[config.mk]
export PLATFORM = sky130hd
export DESIGN_NAME = sd_spi_command_block_read
export DESIGN_NICKNAME = d
export VERILOG_FILES = /design/src/rtl/core/sdspi_pkg.sv /design/src/rtl/core/sdspi_fifo.sv /design/src/rtl/core/sdspi_front.sv /design/src/rtl/core/sdspi_engine.sv /design/src/rtl/core/sd_spi_command_block_read.sv
export SDC_FILE = /design/constraint.sdc
export NUM_CORES = 1
export LEC_CHECK = 0
export ABC_AREA = 0
export BUFFER_PORTS_ARGS = -buffer_cell sky130_fd_sc_hd__buf_2
export CORE_MARGIN = 5
export CORE_UTILIZATION = 50
export CTS_CLUSTER_DIAMETER = 150
export CTS_CLUSTER_SIZE = 16
export DETAILED_ROUTE_END_ITERATION = 16
export GPL_TIMING_DRIVEN = 0
export HOLD_SLACK_MARGIN = 0.1
export PLACE_DENSITY = 0.77
export RECOVER_POWER = 25
export SLEW_MARGIN = 20
export SYNTH_ARGS = -nofsm -noshare
export SYNTH_HDL_FRONTEND = slang
export SYNTH_SLANG_ARGS = --single-unit
[constraint.sdc]
create_clock -name clk -period 4.5 [get_ports clk]
set_clock_uncertainty 0.1 [all_clocks]
set_input_delay 0.675 -clock clk [delete_from_list [all_inputs] [get_ports clk]]
set_output_delay 0.675 -clock clk [all_outputs]
set_load 0.05 [all_outputs]
[src/rtl/core/sdspi_pkg.sv]
// Shared types and constants for the SPI-mode SD card block read engine.
// No dependencies.
`timescale 1ns / 1ps

package sdspi_pkg;

    localparam int COMMAND_BYTES_DEF  = 7;
    localparam int CRC_BYTES_DEF      = 2;
    localparam int TRAILER_CLOCKS_DEF = 8;

    localparam logic [1:0] OP_TICK  = 2'd0;
    localparam logic [1:0] OP_CMD   = 2'd1;
    localparam logic [1:0] OP_WAKE  = 2'd2;

    localparam logic [1:0] REG_WAKE  = 2'd0;
    localparam logic [1:0] REG_RESP  = 2'd1;
    localparam logic [1:0] REG_TOKEN = 2'd2;
    localparam logic [1:0] REG_BLOCK = 2'd3;

    localparam logic [2:0] KIND_NONE      = 3'd0;
    localparam logic [2:0] KIND_RESPONSE  = 3'd1;
    localparam logic [2:0] KIND_TOKEN     = 3'd2;
    localparam logic [2:0] KIND_DATA      = 3'd3;
    localparam logic [2:0] KIND_CRC       = 3'd4;
    localparam logic [2:0] KIND_RESP_TO   = 3'd5;
    localparam logic [2:0] KIND_TOKEN_TO  = 3'd6;

    // One input item as classified by the front end.
    typedef struct packed {
        logic [1:0]  opcode;
        logic [7:0]  command_byte;
        logic [31:0] argument;
        logic [7:0]  crc_byte;
        logic        read_block;
        logic        miso;
    } item_t;

    // One result item.
    typedef struct packed {
        logic       mosi;
        logic       chip_select;
        logic       clock_active;
        logic [2:0] result_kind;
        logic [7:0] result_byte;
        logic       last;
        logic       busy_res;
    } result_t;

endpackage

[src/rtl/core/sdspi_fifo.sv]
// Small queue of registers used between the engine's parts.
// Depends on nothing but its parameters.
`timescale 1ns / 1ps

module sdspi_fifo #(
    parameter int WIDTH = 8,
    parameter int DEPTH = 2
) (
    input  logic             clk,
    input  logic             rst_n,
    input  logic             wr_en,
    input  logic [WIDTH-1:0] wr_data,
    output logic             full,
    input  logic             rd_en,
    output logic [WIDTH-1:0] rd_data,
    output logic             empty
);
    localparam int AW = (DEPTH > 1) ? $clog2(DEPTH) : 1;

    logic [WIDTH-1:0] mem_reg [DEPTH];
    logic [AW-1:0]    wr_ptr_reg, wr_ptr_next;
    logic [AW-1:0]    rd_ptr_reg, rd_ptr_next;
    logic [AW:0]      count_reg, count_next;
    logic             do_wr, do_rd;

    assign full    = (count_reg == (AW+1)'(DEPTH));
    assign empty   = (count_reg == '0);
    assign do_wr   = wr_en && !full;
    assign do_rd   = rd_en && !empty;
    assign rd_data = mem_reg[rd_ptr_reg];

    always_comb
    begin
        wr_ptr_next = wr_ptr_reg;
        rd_ptr_next = rd_ptr_reg;
        if (do_wr)
        begin
            wr_ptr_next = (wr_ptr_reg == AW'(DEPTH - 1)) ? '0 : wr_ptr_reg + 1'b1;
        end
        if (do_rd)
        begin
            rd_ptr_next = (rd_ptr_reg == AW'(DEPTH - 1)) ? '0 : rd_ptr_reg + 1'b1;
        end
        count_next = count_reg + (AW+1)'(do_wr) - (AW+1)'(do_rd);
    end

    always_ff @(posedge clk or negedge rst_n)
    begin
        if (!rst_n)
        begin
            wr_ptr_reg <= '0;
            rd_ptr_reg <= '0;
            count_reg  <= '0;
        end
        else
        begin
            wr_ptr_reg <= wr_ptr_next;
            rd_ptr_reg <= rd_ptr_next;
            count_reg  <= count_next;
        end
    end

    always_ff @(posedge clk)
    begin
        if (do_wr)
        begin
            mem_reg[wr_ptr_reg] <= wr_data;
        end
    end

`ifndef SYNTHESIS
    a_count_range: assert property (@(posedge clk) disable iff (!rst_n)
        count_reg <= (AW+1)'(DEPTH))
        else $error("queue count beyond depth");
    a_no_write_full: assert property (@(posedge clk) disable iff (!rst_n)
        full && !do_rd |=> full)
        else $error("full queue lost its contents");
    a_empty_after_drain: assert property (@(posedge clk) disable iff (!rst_n)
        (count_reg == (AW+1)'(1)) && do_rd && !do_wr |=> empty)
        else $error("queue not empty after last read");
`endif

endmodule

[src/rtl/core/sdspi_front.sv]
// Front end: takes input transactions and classifies requests for the engine.
// Depends on sdspi_pkg and sdspi_fifo.
`timescale 1ns / 1ps

module sdspi_front (
    input  logic                  clk,
    input  logic                  rst_n,
    input  logic                  push,
    output logic                  full,
    input  logic [1:0]            opcode,
    input  logic [7:0]            command_byte,
    input  logic [31:0]           argument,
    input  logic [7:0]            crc_byte,
    input  logic                  read_block,
    input  logic                  miso,
    output logic                  item_valid,
    input  logic                  item_take,
    output sdspi_pkg::item_t      item
);
    import sdspi_pkg::*;

    item_t in_item;
    logic  q_empty;

    // Codes beyond the defined ones act as a plain clock tick.
    always_comb
    begin
        in_item.opcode       = (opcode == OP_CMD || opcode == OP_WAKE) ? opcode : OP_TICK;
        in_item.command_byte = command_byte;
        in_item.argument     = argument;
        in_item.crc_byte     = crc_byte;
        in_item.read_block   = read_block;
        in_item.miso         = miso;
    end

    sdspi_fifo #(.WIDTH($bits(item_t)), .DEPTH(2)) u_q (
        .clk     (clk),
        .rst_n   (rst_n),
        .wr_en   (push),
        .wr_data (in_item),
        .full    (full),
        .rd_en   (item_take),
        .rd_data (item),
        .empty   (q_empty)
    );

    assign item_valid = !q_empty;

`ifndef SYNTHESIS
    a_take_valid: assert property (@(posedge clk) disable iff (!rst_n)
        item_take |-> item_valid)
        else $error("item taken from empty queue");
    a_op_clean: assert property (@(posedge clk) disable iff (!rst_n)
        item_valid |-> item.opcode != 2'd3)
        else $error("unclassified opcode queued");
    a_push_then_valid: assert property (@(posedge clk) disable iff (!rst_n)
        push && !full |=> item_valid)
        else $error("accepted item missing");
`endif

endmodule

[src/rtl/core/sdspi_engine.sv]
// Back end: the SPI transaction state machine, one tick per item.
// Depends on sdspi_pkg.
`timescale 1ns / 1ps

module sdspi_engine #(
    parameter int COMMAND_BYTES  = sdspi_pkg::COMMAND_BYTES_DEF,
    parameter int CRC_BYTES      = sdspi_pkg::CRC_BYTES_DEF,
    parameter int TRAILER_CLOCKS = sdspi_pkg::TRAILER_CLOCKS_DEF
) (
    input  logic                  clk,
    input  logic                  rst_n,
    input  logic                  cfg_we,
    input  logic [1:0]            cfg_index,
    input  logic [12:0]           cfg_data,
    input  logic                  item_valid,
    output logic                  item_take,
    input  sdspi_pkg::item_t      item,
    output logic                  res_valid,
    input  logic                  res_full,
    output sdspi_pkg::result_t    res
);
    import sdspi_pkg::*;

    localparam logic [2:0] PH_IDLE  = 3'd0;
    localparam logic [2:0] PH_WAKE  = 3'd1;
    localparam logic [2:0] PH_SEND  = 3'd2;
    localparam logic [2:0] PH_RESP  = 3'd3;
    localparam logic [2:0] PH_TOKEN = 3'd4;
    localparam logic [2:0] PH_DATA  = 3'd5;
    localparam logic [2:0] PH_CRC   = 3'd6;
    localparam logic [2:0] PH_TRAIL = 3'd7;

    localparam int TXW = COMMAND_BYTES * 8;
    localparam logic [5:0] SEND_BITS = 6'(TXW);

    logic [7:0]     wake_clocks_reg, response_wait_reg;
    logic [9:0]     token_wait_reg;
    logic [12:0]    block_length_reg;

    logic [2:0]     phase_reg, phase_next;
    logic [TXW-1:0] tx_reg, tx_next;
    logic [7:0]     rx_reg, rx_next;
    logic [5:0]     bit_reg, bit_next;
    logic [12:0]    byte_reg, byte_next;
    logic [9:0]     wait_reg, wait_next;
    logic           rdp_reg, rdp_next;

    logic [7:0]     rx_sh;
    logic [5:0]     bit_inc;
    logic           byte_done;
    logic [9:0]     wait_inc;
    logic [12:0]    byte_inc;
    logic [9:0]     resp_lim, token_lim;
    logic [2:0]     ph_end;

    assign item_take = item_valid && !res_full;
    assign res_valid = item_take;

    assign rx_sh     = {rx_reg[6:0], item.miso};
    assign bit_inc   = bit_reg + 6'd1;
    assign byte_done = (bit_inc >= 6'd8);
    assign wait_inc  = wait_reg + 10'd1;
    assign byte_inc  = byte_reg + 13'd1;
    // A zero wait register behaves as one.
    assign resp_lim  = (response_wait_reg == '0) ? 10'd1 : {2'b00, response_wait_reg};
    assign token_lim = (token_wait_reg == '0) ? 10'd1 : token_wait_reg;
    assign ph_end    = (TRAILER_CLOCKS > 0) ? PH_TRAIL : PH_IDLE;

    always_comb
    begin
        phase_next = phase_reg;
        tx_next    = tx_reg;
        rx_next    = rx_reg;
        bit_next   = bit_reg;
        byte_next  = byte_reg;
        wait_next  = wait_reg;
        rdp_next   = rdp_reg;
        res        = '{mosi: 1'b1, chip_select: 1'b1, clock_active: 1'b0,
                       result_kind: KIND_NONE, result_byte: 8'h00,
                       last: 1'b0, busy_res: 1'b0};
        if (phase_reg == PH_IDLE)
        begin
            if (item.opcode == OP_CMD)
            begin
                tx_next = TXW'({8'hFF, item.command_byte, item.argument, item.crc_byte});
                rdp_next   = item.read_block;
                bit_next   = '0;
                byte_next  = '0;
                wait_next  = '0;
                rx_next    = 8'hFF;
                phase_next = PH_SEND;
                res.chip_select = 1'b0;
                res.busy_res    = 1'b1;
            end
            else if (item.opcode == OP_WAKE && wake_clocks_reg != '0)
            begin
                wait_next    = {2'b00, wake_clocks_reg};
                phase_next   = PH_WAKE;
                res.busy_res = 1'b1;
            end
        end
        else
        begin
            res.busy_res     = 1'b1;
            res.clock_active = 1'b1;
            res.chip_select  = (phase_reg == PH_WAKE || phase_reg == PH_TRAIL);
            unique case (phase_reg)
                PH_WAKE:
                begin
                    wait_next = wait_reg - 10'd1;
                    if (wait_next == '0)
                    begin
                        phase_next = PH_IDLE;
                    end
                end
                PH_SEND:
                begin
                    res.mosi = tx_reg[TXW-1];
                    tx_next  = {tx_reg[TXW-2:0], 1'b1};
                    bit_next = bit_inc;
                    if (bit_inc >= SEND_BITS)
                    begin
                        bit_next   = '0;
                        wait_next  = '0;
                        phase_next = PH_RESP;
                    end
                end
                PH_RESP:
                begin
                    if (bit_reg == '0)
                    begin
                        if (!item.miso)
                        begin
                            rx_next  = 8'h00;
                            bit_next = 6'd1;
                        end
                        else
                        begin
                            wait_next = wait_inc;
                            if (wait_inc >= resp_lim)
                            begin
                                res.result_kind = KIND_RESP_TO;
                                res.last        = 1'b1;
                                phase_next      = PH_IDLE;
                            end
                        end
                    end
                    else
                    begin
                        rx_next  = rx_sh;
                        bit_next = byte_done ? 6'd0 : bit_inc;
                        if (byte_done)
                        begin
                            res.result_kind = KIND_RESPONSE;
                            res.result_byte = rx_sh;
                            if (rdp_reg)
                            begin
                                wait_next  = '0;
                                rx_next    = 8'hFF;
                                phase_next = PH_TOKEN;
                            end
                            else
                            begin
                                res.last   = 1'b1;
                                phase_next = PH_IDLE;
                            end
                        end
                    end
                end
                PH_TOKEN:
                begin
                    rx_next  = rx_sh;
                    bit_next = byte_done ? 6'd0 : bit_inc;
                    if (byte_done)
                    begin
                        if (rx_sh != 8'hFF)
                        begin
                            res.result_kind = KIND_TOKEN;
                            res.result_byte = rx_sh;
                            byte_next       = '0;
                            phase_next      = PH_DATA;
                        end
                        else
                        begin
                            wait_next = wait_inc;
                            if (wait_inc >= token_lim)
                            begin
                                res.result_kind = KIND_TOKEN_TO;
                                res.last        = 1'b1;
                                wait_next       = '0;
                                phase_next      = ph_end;
                            end
                        end
                    end
                end
                PH_DATA:
                begin
                    rx_next  = rx_sh;
                    bit_next = byte_done ? 6'd0 : bit_inc;
                    if (byte_done)
                    begin
                        res.result_kind = KIND_DATA;
                        res.result_byte = rx_sh;
                        byte_next       = byte_inc;
                        // A zero block length wraps to the full counter range.
                        if (byte_inc == block_length_reg)
                        begin
                            byte_next = '0;
                            if (CRC_BYTES > 0)
                            begin
                                phase_next = PH_CRC;
                            end
                            else
                            begin
                                res.last   = 1'b1;
                                wait_next  = '0;
                                phase_next = ph_end;
                            end
                        end
                    end
                end
                PH_CRC:
                begin
                    rx_next  = rx_sh;
                    bit_next = byte_done ? 6'd0 : bit_inc;
                    if (byte_done)
                    begin
                        res.result_kind = KIND_CRC;
                        res.result_byte = rx_sh;
                        byte_next       = byte_inc;
                        if (byte_inc >= 13'(CRC_BYTES))
                        begin
                            byte_next  = '0;
                            res.last   = 1'b1;
                            wait_next  = '0;
                            phase_next = ph_end;
                        end
                    end
                end
                default:
                begin
                    wait_next = wait_inc;
                    if (wait_inc >= 10'(TRAILER_CLOCKS))
                    begin
                        phase_next = PH_IDLE;
                    end
                end
            endcase
        end
    end

    always_ff @(posedge clk or negedge rst_n)
    begin
        if (!rst_n)
        begin
            phase_reg <= PH_IDLE;
            tx_reg    <= '1;
            rx_reg    <= 8'hFF;
            bit_reg   <= '0;
            byte_reg  <= '0;
            wait_reg  <= '0;
            rdp_reg   <= 1'b0;
        end
        else if (item_take)
        begin
            phase_reg <= phase_next;
            tx_reg    <= tx_next;
            rx_reg    <= rx_next;
            bit_reg   <= bit_next;
            byte_reg  <= byte_next;
            wait_reg  <= wait_next;
            rdp_reg   <= rdp_next;
        end
    end

    always_ff @(posedge clk or negedge rst_n)
    begin
        if (!rst_n)
        begin
            wake_clocks_reg   <= 8'd74;
            response_wait_reg <= 8'd16;
            token_wait_reg    <= 10'd256;
            block_length_reg  <= 13'd512;
        end
        else if (cfg_we)
        begin
            unique case (cfg_index)
                REG_WAKE:  wake_clocks_reg   <= cfg_data[7:0];
                REG_RESP:  response_wait_reg <= cfg_data[7:0];
                REG_TOKEN: token_wait_reg    <= cfg_data[9:0];
                REG_BLOCK: block_length_reg  <= cfg_data;
                default:   ;
            endcase
        end
    end

`ifndef SYNTHESIS
    a_bit_range: assert property (@(posedge clk) disable iff (!rst_n)
        bit_reg <= SEND_BITS)
        else $error("bit counter out of range");
    a_last_has_kind: assert property (@(posedge clk) disable iff (!rst_n)
        res_valid && res.last |-> res.result_kind != KIND_NONE)
        else $error("last flag on an empty result");
    a_cs_low_in_xfer: assert property (@(posedge clk) disable iff (!rst_n)
        res_valid && phase_reg >= PH_SEND && phase_reg <= PH_CRC |-> !res.chip_select)
        else $error("chip select high inside a transaction");
    a_hold_on_stall: assert property (@(posedge clk) disable iff (!rst_n)
        !item_take |=> $stable(phase_reg))
        else $error("state moved without an item");
`endif

endmodule

[src/rtl/core/sd_spi_command_block_read.sv]
// SPI-mode SD card command and single block read engine.
//
// Input channel: one transaction per SCLK tick slot (push/full). opcode 0 is a
// plain tick carrying the sampled miso bit, opcode 1 starts a command (with
// command_byte, argument, crc_byte, read_block), opcode 2 sends wake clocks.
// Output channel (empty/pop): exactly one result per input transaction, with
// the mosi, chip_select and clock_active levels for that tick and any byte
// received (result_kind, result_byte, last, busy_res).
// An accepted transaction enters a two-entry input queue; the engine takes it
// when the output queue has room and writes its result into the two-entry
// output queue, from which it shows on the output ports and can be popped.
// Throughput: one transaction per cycle while the output queue is not full.
// When pop stalls, the output queue fills, the engine holds, and full rises
// once the input queue is full too; nothing is lost.
// Reset clears the engine to idle, loads default registers and empties both
// queues. Configuration goes through cfg_we/cfg_index/cfg_data; the user must
// write it only while idle, as the block itself does not enforce this.
// Depends on sdspi_pkg, sdspi_fifo, sdspi_front and sdspi_engine.
`timescale 1ns / 1ps

module sd_spi_command_block_read #(
    parameter int COMMAND_BYTES  = sdspi_pkg::COMMAND_BYTES_DEF,
    parameter int CRC_BYTES      = sdspi_pkg::CRC_BYTES_DEF,
    parameter int TRAILER_CLOCKS = sdspi_pkg::TRAILER_CLOCKS_DEF
) (
    input  logic        clk,
    input  logic        rst_n,
    input  logic        cfg_we,
    input  logic [1:0]  cfg_index,
    input  logic [12:0] cfg_data,
    input  logic        push,
    output logic        full,
    input  logic [1:0]  opcode,
    input  logic [7:0]  command_byte,
    input  logic [31:0] argument,
    input  logic [7:0]  crc_byte,
    input  logic        read_block,
    input  logic        miso,
    output logic        empty,
    input  logic        pop,
    output logic        mosi,
    output logic        chip_select,
    output logic        clock_active,
    output logic [2:0]  result_kind,
    output logic [7:0]  result_byte,
    output logic        last,
    output logic        busy_res
);
    import sdspi_pkg::*;

    item_t   item;
    result_t res, out_res;
    logic    item_valid, item_take, res_valid, res_full;

    sdspi_front u_front (
        .clk          (clk),
        .rst_n        (rst_n),
        .push         (push),
        .full         (full),
        .opcode       (opcode),
        .command_byte (command_byte),
        .argument     (argument),
        .crc_byte     (crc_byte),
        .read_block   (read_block),
        .miso         (miso),
        .item_valid   (item_valid),
        .item_take    (item_take),
        .item         (item)
    );

    sdspi_engine #(
        .COMMAND_BYTES  (COMMAND_BYTES),
        .CRC_BYTES      (CRC_BYTES),
        .TRAILER_CLOCKS (TRAILER_CLOCKS)
    ) u_engine (
        .clk        (clk),
        .rst_n      (rst_n),
        .cfg_we     (cfg_we),
        .cfg_index  (cfg_index),
        .cfg_data   (cfg_data),
        .item_valid (item_valid),
        .item_take  (item_take),
        .item       (item),
        .res_valid  (res_valid),
        .res_full   (res_full),
        .res        (res)
    );

    sdspi_fifo #(.WIDTH($bits(result_t)), .DEPTH(2)) u_out_q (
        .clk     (clk),
        .rst_n   (rst_n),
        .wr_en   (res_valid),
        .wr_data (res),
        .full    (res_full),
        .rd_en   (pop),
        .rd_data (out_res),
        .empty   (empty)
    );

    assign mosi         = out_res.mosi;
    assign chip_select  = out_res.chip_select;
    assign clock_active = out_res.clock_active;
    assign result_kind  = out_res.result_kind;
    assign result_byte  = out_res.result_byte;
    assign last         = out_res.last;
    assign busy_res     = out_res.busy_res;

endmodule
; Word level (Yosys, flattened, before mapping)
; Memory sizes are Yosys's and may differ from the RTL's.
; Cells that the tools add are included.
[classes]
addsub = 12
multipliers = 0
n_div = 0
order_cmp = 6
eq_ne = 36
shift = 0
muxes = 97
bitwise = 0
reduce_logical = 38
[ops]
columns = cell, count
row1 = 2-to-1 mux 56 bit, 3
row2 = 2-to-1 mux 10 bit, 15
row3 = 2-to-1 mux 13 bit, 9
row4 = 2-to-1 mux 3 bit, 23
row5 = one-hot mux 10 bit (6 select lines), 1
row6 = one-hot mux 12 bit (4 select lines), 1
row7 = 2-to-1 mux 7 bit, 6
row8 = one-hot mux 13 bit (3 select lines), 1
row9 = 2-to-1 mux 6 bit, 6
row10 = 2-to-1 mux 12 bit, 2
row11 = 2-to-1 mux 8 bit, 3
row12 = 2-to-1 mux 1 bit, 22
row13 = "!= test 3 x 1 -> 1 bit, second input constant", 7
row14 = >= comparator 10 bit, 2
row15 = logical NOT 10 bit, 2
row16 = one-hot mux 3 bit (6 select lines), 1
row17 = one-hot mux 6 bit (3 select lines), 1
row18 = nonzero test 8 bit, 2
row19 = one-hot mux 7 bit (2 select lines), 1
row20 = AND reduction 14 bit, 1
row21 = "adder 13 x 1 -> 13 bit, second input constant", 1
row22 = == test 13 bit, 1
row23 = ">= comparator 13 x 2 -> 1 bit, second input constant", 1
row24 = "== test 2 bit, second input constant", 6
row25 = 40 further kinds, 71
[word_totals]
regBits = 143
latchBits = 0
ram_bits = 136
rom_bits = 0
output_inout_bits = 18
n_memories = 2
[mem_list]
columns = name, words, word_bits, rd, rd_clocked_by_memory_dff, write_ports, line_no
row1 = u_front.u_q.mem_reg, 2, 52, 1, 0, 1, sdspi_fifo.sv:20  ; logic [WIDTH-1:0] mem_reg [DEPTH];
row2 = u_out_q.mem_reg, 2, 16, 1, 0, 1, sdspi_fifo.sv:20

; Depth between registers and ports, before layout
; Gate-level depths: netlist of the first run.
[logic_depth]
depth_word = 8
mapped_depth = 14

; By module
; A second synthesis of the first run with hierarchy kept.
[unflattened]
hier_cells = 1213
hier_area_um2 = 14038.5
[by_module_without_submodules]
columns = module, instances, cells_each, area_per_inst_um2, seq_area_each_um2
row1 = sdspi_engine, 1, 962, 8409.3, 3464.6
row2 = sdspi_fifo at u_front.u_q, 1, 180, 4204.0, 3223.1
row3 = sdspi_fifo at u_out_q, 1, 68, 1406.3, 1061.0
row4 = sdspi_front, 1, 3, 18.8, 0.0

; Least setup slack after synthesis of the first run
; No wires, ideal clock.
[synth_timing]
path_kind = input-to-reg
from = input push
to = memory u_front.u_q.mem_reg[0][0] (netlist name) (enable)
t_arrival_ps = 2950
required_time_ps = 3938
setup_slack_ps = 989
stages = 2
cell_sequence = nand2_1 nor2_1
[synth_via]
elab_chain_len = 3
[synth_rtl]
columns = element, line_no
row1 = "start, declared", sd_spi_command_block_read.sv:31  ; input logic push,
row2 = logical AND 1 bit, sdspi_fifo.sv:28  ; assign do_wr = wr_en && !full;
row3 = 2-to-1 mux 1 bit, sdspi_fifo.sv:65  ; if (do_wr)
row4 = 2-to-1 mux 1 bit (not written as such), sdspi_fifo.sv:67  ; mem_reg[wr_ptr_reg] <= wr_data;
row5 = "end, declared", sdspi_fifo.sv:20
; No other way between the ends.

; Final worst setup path of the first run
[layout_timing]
from = register u_engine.wait_reg[0]
to = register u_engine.wait_reg[6]
[layout_via]
elab_chain_len = 7
[layout_rtl]
columns = element, line_no
row1 = "start, declared", sdspi_engine.sv:45  ; logic [9:0] wait_reg, wait_next;
row2 = "start signal, assigned", sdspi_engine.sv:271  ; wait_reg <= wait_next;
row3 = adder 10 x 1 -> 10 bit, sdspi_engine.sv:62  ; assign wait_inc = wait_reg + 10'd1;
row4 = >= comparator 10 bit, sdspi_engine.sv:186  ; if (wait_inc >= token_lim)
row5 = 2-to-1 mux 10 bit, sdspi_engine.sv:186
row6 = 2-to-1 mux 10 bit, sdspi_engine.sv:176  ; if (rx_sh != 8'hFF)
row7 = 2-to-1 mux 10 bit, sdspi_engine.sv:174  ; if (byte_done)
row8 = one-hot mux 10 bit (6 select lines) *, sdspi_engine.sv:107  ; unique case (phase_reg)
row9 = 2-to-1 mux 10 bit *, sdspi_engine.sv:81  ; if (phase_reg == PH_IDLE)
; Mark *: on every way between the ends. The rest lies on a longest branch, timed or not. The select of a mux whose other input is x is not followed.
; A chain may end at the register's enable or synchronous reset.

==> results of run 1 <==
[cells by family (layout without fill, tap and decap cells)]
kind of cell               Yosys count  count (layout)  share of synthesized area [%]
other                                0               2                              0
and+or+nand+nor                    359             359                          12.56
adders and majority gates           29              29                          2.637
xor gates and xnor gates            39              39                          2.591
muxes                              118             118                          9.138
AOI/OAI and AO/OA                  282             282                          12.44
buffers and inverters              127             258                          4.328
DFF                                279             279                          56.31
[critical path: cells and delay by family (launching register included)]
family          cells  cell delay, ps
simple gates        3             780
xor+xnor            1             210
buf+inv             2             410
compound gates      7            1860
flops               1             430
fa+ha+maj           1             310
[worst paths after layout]
path,cells after the start,endpoint,slack (ps)
worst max-delay path,14,u_engine.wait_reg[6],260
worst min-delay path,1,u_front.u_q.mem_reg[1][31],230
worst max register to register,14,u_engine.wait_reg[6],260
worst min register to register,2,u_engine.tx_reg[38],380
max in group asynchronous,2,u_engine.wait_reg[8],920
min in group asynchronous,2,u_engine.token_wait_reg[2],1620
[area by class of cell]
type                            count  area (um2)  share of cell area [%]
Antenna cell                        2       5.005                 0.03264
Buffer                             76       404.1                   2.636
Clock buffer                       36       581.8                   3.794
Clock inverter                      2       20.02                  0.1306
Inverter                           51       191.4                   1.248
Multi-Input combinational cell    827        5440                   35.48
Sequential cell                   279        7749                   50.53
Tap cell                          341       426.7                   2.783
Timing Repair Buffer               93       515.5                   3.362
[metrics by stage]
stage	hold slack [ps]	TNS (ps)	std cells	util, %
finish	234.1	0	1707	56.74
global placement	361.9	-12980	1663	54.14
CTS	214.2	0	1705	56.79
global route	220.3	0	1706	56.73
floorplan	279.4	0	1233	-
detailed placement	371.8	0	1666	54.52
[report_power, final]
group | internal (uW) | switching, uW | leakage (uW) | total, uW
Combinational | 1600 | 2990 | 0.00280 | 4590
Clock | 887 | 864 | 0.000287 | 1750
Sequential | 3710 | 370 | 0.00292 | 4080
Total | 6210 | 4220 | 0.00600 | 10400
[layer usage]
layer / part of all wire, % / vias to the layer above
met5: 0.090 / -
met4: 2.3 / 6
met3: 5.4 / 57
met2: 48 / 254
met1: 44 / 4660
li1: - / 4678
[cell usage after synthesis (all sizes together) (3+ instances only)]
| cell type | number |
|---|---|
| nor3 | 19 |
| o22ai | 9 |
| or3 | 7 |
| o31ai | 10 |
| a211oi | 4 |
| nand4b | 3 |
| dfstp | 69 |
| dfrtp | 74 |
| nand3 | 18 |
| a32oi | 4 |
| o21ai | 98 |
| or2 | 7 |
| a21boi | 3 |
| a41o | 3 |
| nand2 | 120 |
| and3 | 11 |
| nand2b | 12 |
| a21oi | 89 |
| nor4 | 13 |
| o41ai | 3 |
| ha | 29 |
| or4 | 3 |
| nand3b | 3 |
| edfxtp | 136 |
| clkbuf | 52 |
| a221oi | 4 |
| xnor2 | 27 |
| and2 | 11 |
| mux2i | 57 |
| a31oi | 6 |
| mux2 | 61 |
| buf | 22 |
| o211ai | 3 |
| xor2 | 11 |
| inv | 50 |
| nor2b | 10 |
| nor2 | 101 |
| a21o | 8 |
| nand4 | 13 |
| o2111ai | 4 |
| o21a | 6 |
| and4 | 4 |
[what timing repair did]
action / CTS / global route
gates resized for setup: 0 / 1
endpoints found under the setup margin: 0 / 1
hold buffers: 1 / 0
hold endpoints to repair: 13 / 0
==> impl_results.md, run 1 <==
* Status: finished with violations
* Failing checks: max-capacitance violations, max-slew violations
* Type of the tightest min-delay check: input port to register
* Post-DP HPWL at 20230 um
* Max cap viols at 1
* Post-Syn Instances at 1233
* Layout cell share with drive strength beyond 1 at 20.09%
* Row count at 60
* Largest net degree at the start of global routing at 75
* Nets at 1450
* Crit path cell chain: clkbuf_1 > nand3_1 > nor2_1 > xnor2_1 > inv_1 > ha_1 > o21a_1 > o211ai_1 > a31o_2 > a32oi_1 > a221o_2 > nor2_1 > a221oi_1 > a21oi_1
* Max Slew Vio Count at 70
* Most frequent cells in the layout: 136 x edfxtp_1, 120 x nand2_1, 98 x nor2_1
* Max reg flops at 104
* Post-Place Worst Slack at 248.8 ps
* Post-Syn Area per Cell at 11.16 um2
* Post-synth net total at 1334
* Pre-antenna DRT Iters at 5
* I/O pin total at 90
* GRT busiest layer: met2
* Core outline area at 27030 um2
* Synth warnings at 0
* Post-Route WL at 28900 um
* Seq/Total Area, Yosys at 56.31%
* Cell accounting for the most synthesized area: edfxtp_1
* Placed cell areas at 14740 um2
* Total global-route track usage at 18.40%
* DR iter-0 viols at 746
* Number of synthesized flops with an enable pin at 136
* Startpoint types: register
* Number of global-route vias before repair at 9351
* Filler cell count at 2285
* P_leak at 0.006001 uW
* Slew @ Worst Pin at 3046 ps
* Worst vdd ir at 0.0004177 V
* Worst-path maximum fanout at 9
* Slowest cell on crit path: a32oi_1
* Clock slew at reported path FFs at 70 ps
* GRT overflow at 0
* Syn Std Cell Area at 13760 um2
* Synth cell types at 89
* RSZ-0062 raised after global routing: no
* Synth area leaders: edfxtp_1 30%, dfrtp_1 13%, dfstp_2 13%
* Crit end category: register
* Main synth FF type: edfxtp_1
* Final WS setup at 256.4 ps
* Met1 usage at 25.00%
* Max frequency at 0.2357 GHz
* Starting Density at 50.92%
* Most used cell, CP: nor2_1
* Max_slew headroom at -103.1%
* Tmin final at 4244 ps
* Max stage delay on crit path at 540 ps
* CTS Root Cell: clkbuf_16
* Final setup vio count at 0
* Clock sink count at 279
* Via count at 9655
* DRC at 0
* Final hold viol count at 0
* CTS Buffer Depth at 3
* Total chip power at 10430 uW
* Die Ht at 175.9 um
* Worst EP required at 4790 ps
* Async set or reset register ratio after synthesis at 51.25%
* Design area at 15330 um2
* First-pass GRT wire length at 47440 um
* Routing usage on met2 at 31.13%
* Crit path launch: u_engine.wait_reg[0]
* CTS tree: yes
* Die ar. at 30940 um2
* Clk_lat worst skew at 530 ps
* Crit path kind: register to register
* Period utilisation layout at 94.30%
* PortBufs at 89
* Arr. time, crit path at 4530 ps
* Die W at 175.9 um
* Synth top area share at 29.68%
* Seq cells post-synth at 279
* P&R area growth vs syn at 11.43%
* Met3 Use GR at 3.099%
* Pwr per Cell Area at 680.0 nW/um2
* Most common cell after layout, fill and taps aside: edfxtp_1
* Setup bufs post-CTS at 0
* Hold path startpoint: argument[21]
* Via density at 5.656
* H-tree depth at 1
* Antenna violations before repair at 4
* FF-to-FF Start: u_engine.wait_reg[0]
* CTS buffer count at 21
* GPL Wtd Cong at 0.9198
* Post-DRT Antenna Nets at 0
* Routed WL per cell at 16.93 um
Power figures use the tool's default switching activity.
==> run 2: changes to the inputs <==
CELL_PAD_IN_SITES_DETAIL_PLACEMENT = 0   (was not set)
CELL_PAD_IN_SITES_GLOBAL_PLACEMENT = 1   (was not set)
CORE_UTILIZATION = 49   (was 50)
PLACE_DENSITY = 0.89   (was 0.77)
RECOVER_POWER = 50   (was 25)
REMOVE_ABC_BUFFERS = 1   (was not set)
==> run 2 against run 1 <==
  * Largest cell class unchanged
  * The flow still finishes with violations (max-capacitance violations, max-slew violations)
  * Combinational power decreased by 8.9%
  * Register-to-register slack gained 110 ps
  * Cell count decreased by 2.3%
  * Die area rose by 1.9%
  * Largest power group is now sequential cells
  * Critical path depth is 1 lower
  * Clock-buffer cell count is 1 lower
  * Cell area shrank 2.1%
  * Non-clock buffer count decreased by 73
==> impl_results.md, run 2 (synthesis gave the netlist of run 1 again) <==
* Via density at 5.532 (-2.2%)
* GRT overflow at 0 (unchanged)
* Sequential power share at 41.9% (+2.7 points)
* Via count at 9228 (-4.4%)
* Fin Hold WS at 245.2 ps (+11.12 ps)
* Setup bufs post-CTS at 0 (unchanged)
* Clock slew at reported path FFs at 70 ps (about the same)
* Switching Fraction at 39.70% (-0.79 points)
* Row count at 61 (+1.7%)
* Antenna violations before repair at 1 (-3)
* Post-DP HPWL at 18550 um (-8.3%)
* I/O pin total at 90 (unchanged)
* Clock sink count at 279 (unchanged)
* Hold_buf cts at 0 (-1)
* Post-Place Worst Slack at 452.7 ps (+204.0 ps)
* Largest net degree at the start of global routing at 107 (+43%)
* Startpoint types: register
* CTS resizes at 0 (unchanged)
* Number of global-route vias before repair at 8980 (-4.0%)
* GPL Wtd Cong at 0.8987 (-2.3%)
* Final setup vio count at 0 (unchanged)
* Type of the tightest min-delay check: input port to register
* Max cap viols at 1 (unchanged)
* Final hold viol count at 0 (unchanged)
* Core outline area at 27780 um2 (+2.8%)
* Placed Cells at 1631 (-2.1%)
* CTS buffer count at 21 (unchanged)
* Most common cell after layout, fill and taps aside: edfxtp_1
* Total net switching power at 4044 uW (-4.2%)
* First-pass GRT wire length at 45400 um (-4.3%)
* H-tree depth at 1 (unchanged)
* CTS Buffer Depth at 3 (unchanged)
* Final WS setup at 362.8 ps (+106.4 ps)
* Max Slew Vio Count at 90 (+29%)
* Pre-antenna DRT Iters at 7 (+2)
* Clk pwr share at 17.0% (+0.2 points)
* Pwr per Cell Area at 678.9 nW/um2 (-0.16%)
* Starting Density at 49.53% (-1.4 points)
* Crit path kind: register to register
* Routed WL per cell at 16.38 um (-3.3%)
* Clk_lat worst skew at 510 ps (-20 ps)
* Nets at 1377 (-5.0%)
* Tmin final at 4137 ps (-106.4 ps)
* CTS tree: yes
* Arr. time, crit path at 4400 ps (-130 ps)
* P_leak at 0.005793 uW (-3.5%)
* Status: finished with violations
* Die W at 177.6 um (+0.96%)
* DRC at 0 (unchanged)
* Max frequency at 0.2417 GHz (+2.6%)
* PortBufs at 89 (unchanged)
* Worst vdd ir at 0.0003735 V (-11%)
* Int Pwr at 6142 uW (-1.0%)
* Post-DRT Antenna Nets at 0 (unchanged)
* Die Ht at 177.6 um (+0.96%)
* Layout cell share with drive strength beyond 1 at 19.30% (-0.79 points)
* Slew @ Worst Pin at 2267 ps (-778.8 ps)
* Post-Route WL at 27320 um (-5.5%)
* Max reg flops at 104 (unchanged)
* Worst-path maximum fanout at 12 (+3)
* ANT cells at 0 (-2)
* Crit end category: register
* Post-route insts no fill at 1668 (-2.3%)
* Period utilisation layout at 91.94% (-2.4 points)
* Total global-route track usage at 17.37% (-1.0 points)
* RSZ-0062 raised after global routing: no
* CTS Root Cell: clkbuf_16
* Worst EP required at 4760 ps (-30 ps)
* Die ar. at 31530 um2 (+1.9%)
* Most frequent cells in the layout: 136 x edfxtp_1, 120 x nand2_1, 98 x nor2_1
* Max_slew headroom at -51.14% (+52 points)
* DR iter-0 viols at 460 (-38%)
* Failing checks: max-capacitance violations, max-slew violations
* Comb power frac at 41.0% (-3.0 points)
* P&R area growth vs syn at 9.038%
* Total chip power at 10190 uW (-2.3%)
run 2: routing by layer:
metal / global-route usage (%) / vias up / share of wire (%) / wire length, um
met3: 2.237 / 44 / 3.6 / 990
met4: 4.254 / 2 / 2.4 / 657
li1: - / 4536 / - / -
met1: 24.20 / 4476 / 46 / 12530
met5: 0 / - / 0.026 / 7
met2: 29.12 / 170 / 48 / 13130
run 2: final timing paths:
path / start / endpoint / slack [ps] / cells past startpoint
max in group asynchronous: rst_n / u_engine.bit_reg[4] / 1220 / 2
setup reg to reg: u_engine.wait_reg[0] / u_engine.wait_reg[6] / 360 / 13
hold reg to reg: u_engine.tx_reg[29] / u_engine.tx_reg[29] / 380 / 2
hold / removal: argument[26] / u_front.u_q.mem_reg[1][36] / 250 / 1
min in group asynchronous: rst_n / u_engine.byte_reg[9] / 740 / 1
setup / recovery: u_engine.wait_reg[0] / u_engine.wait_reg[6] / 360 / 13
run 2: layout make-up:
cell class                      count  area [um2]
Multi-Input combinational cell    827        5434
Clock inverter                      2       20.02
Timing Repair Buffer               96       550.5
Sequential cell                   279        7752
Fill cell                        2491       12780
Tap cell                          378       473.0
Clock buffer                       35       578.1
Inverter                           51       196.4
run 2: power groups by stage:
stage,Clock (uW),Sequential [uW],Combinational [uW]
2_1_floorplan,0,4220,3100
3_3_place_gp,0,4400,3950
3_5_place_dp,0,4320,4220
4_1_cts,1800,4270,4240
5_1_grt,1900,4380,4710
6_report,1740,4270,4180
run 2: stage by stage:
step	cell area, um2	utilization [%]	setup TNS [ps]
floorplan	13360	-	-3556
global placement	14270	51.38	-155780
detailed placement	14480	52.13	0
CTS	15080	54.29	0
global route	15000	54.01	0
finish	15000	54.01	0
run 2: worst max-delay path, cell delays in order (launching register included):
cell and delay, ps:
dfrtp_1 610, nand3_1 290, nor2_1 360, xnor2_1 200, inv_1 110, ha_1 300
o21a_1 120, o211ai_1 80, a31o_2 230, a32oi_1 430, a221o_1 520, nor2_1 230
a221oi_1 350, a21oi_1 70
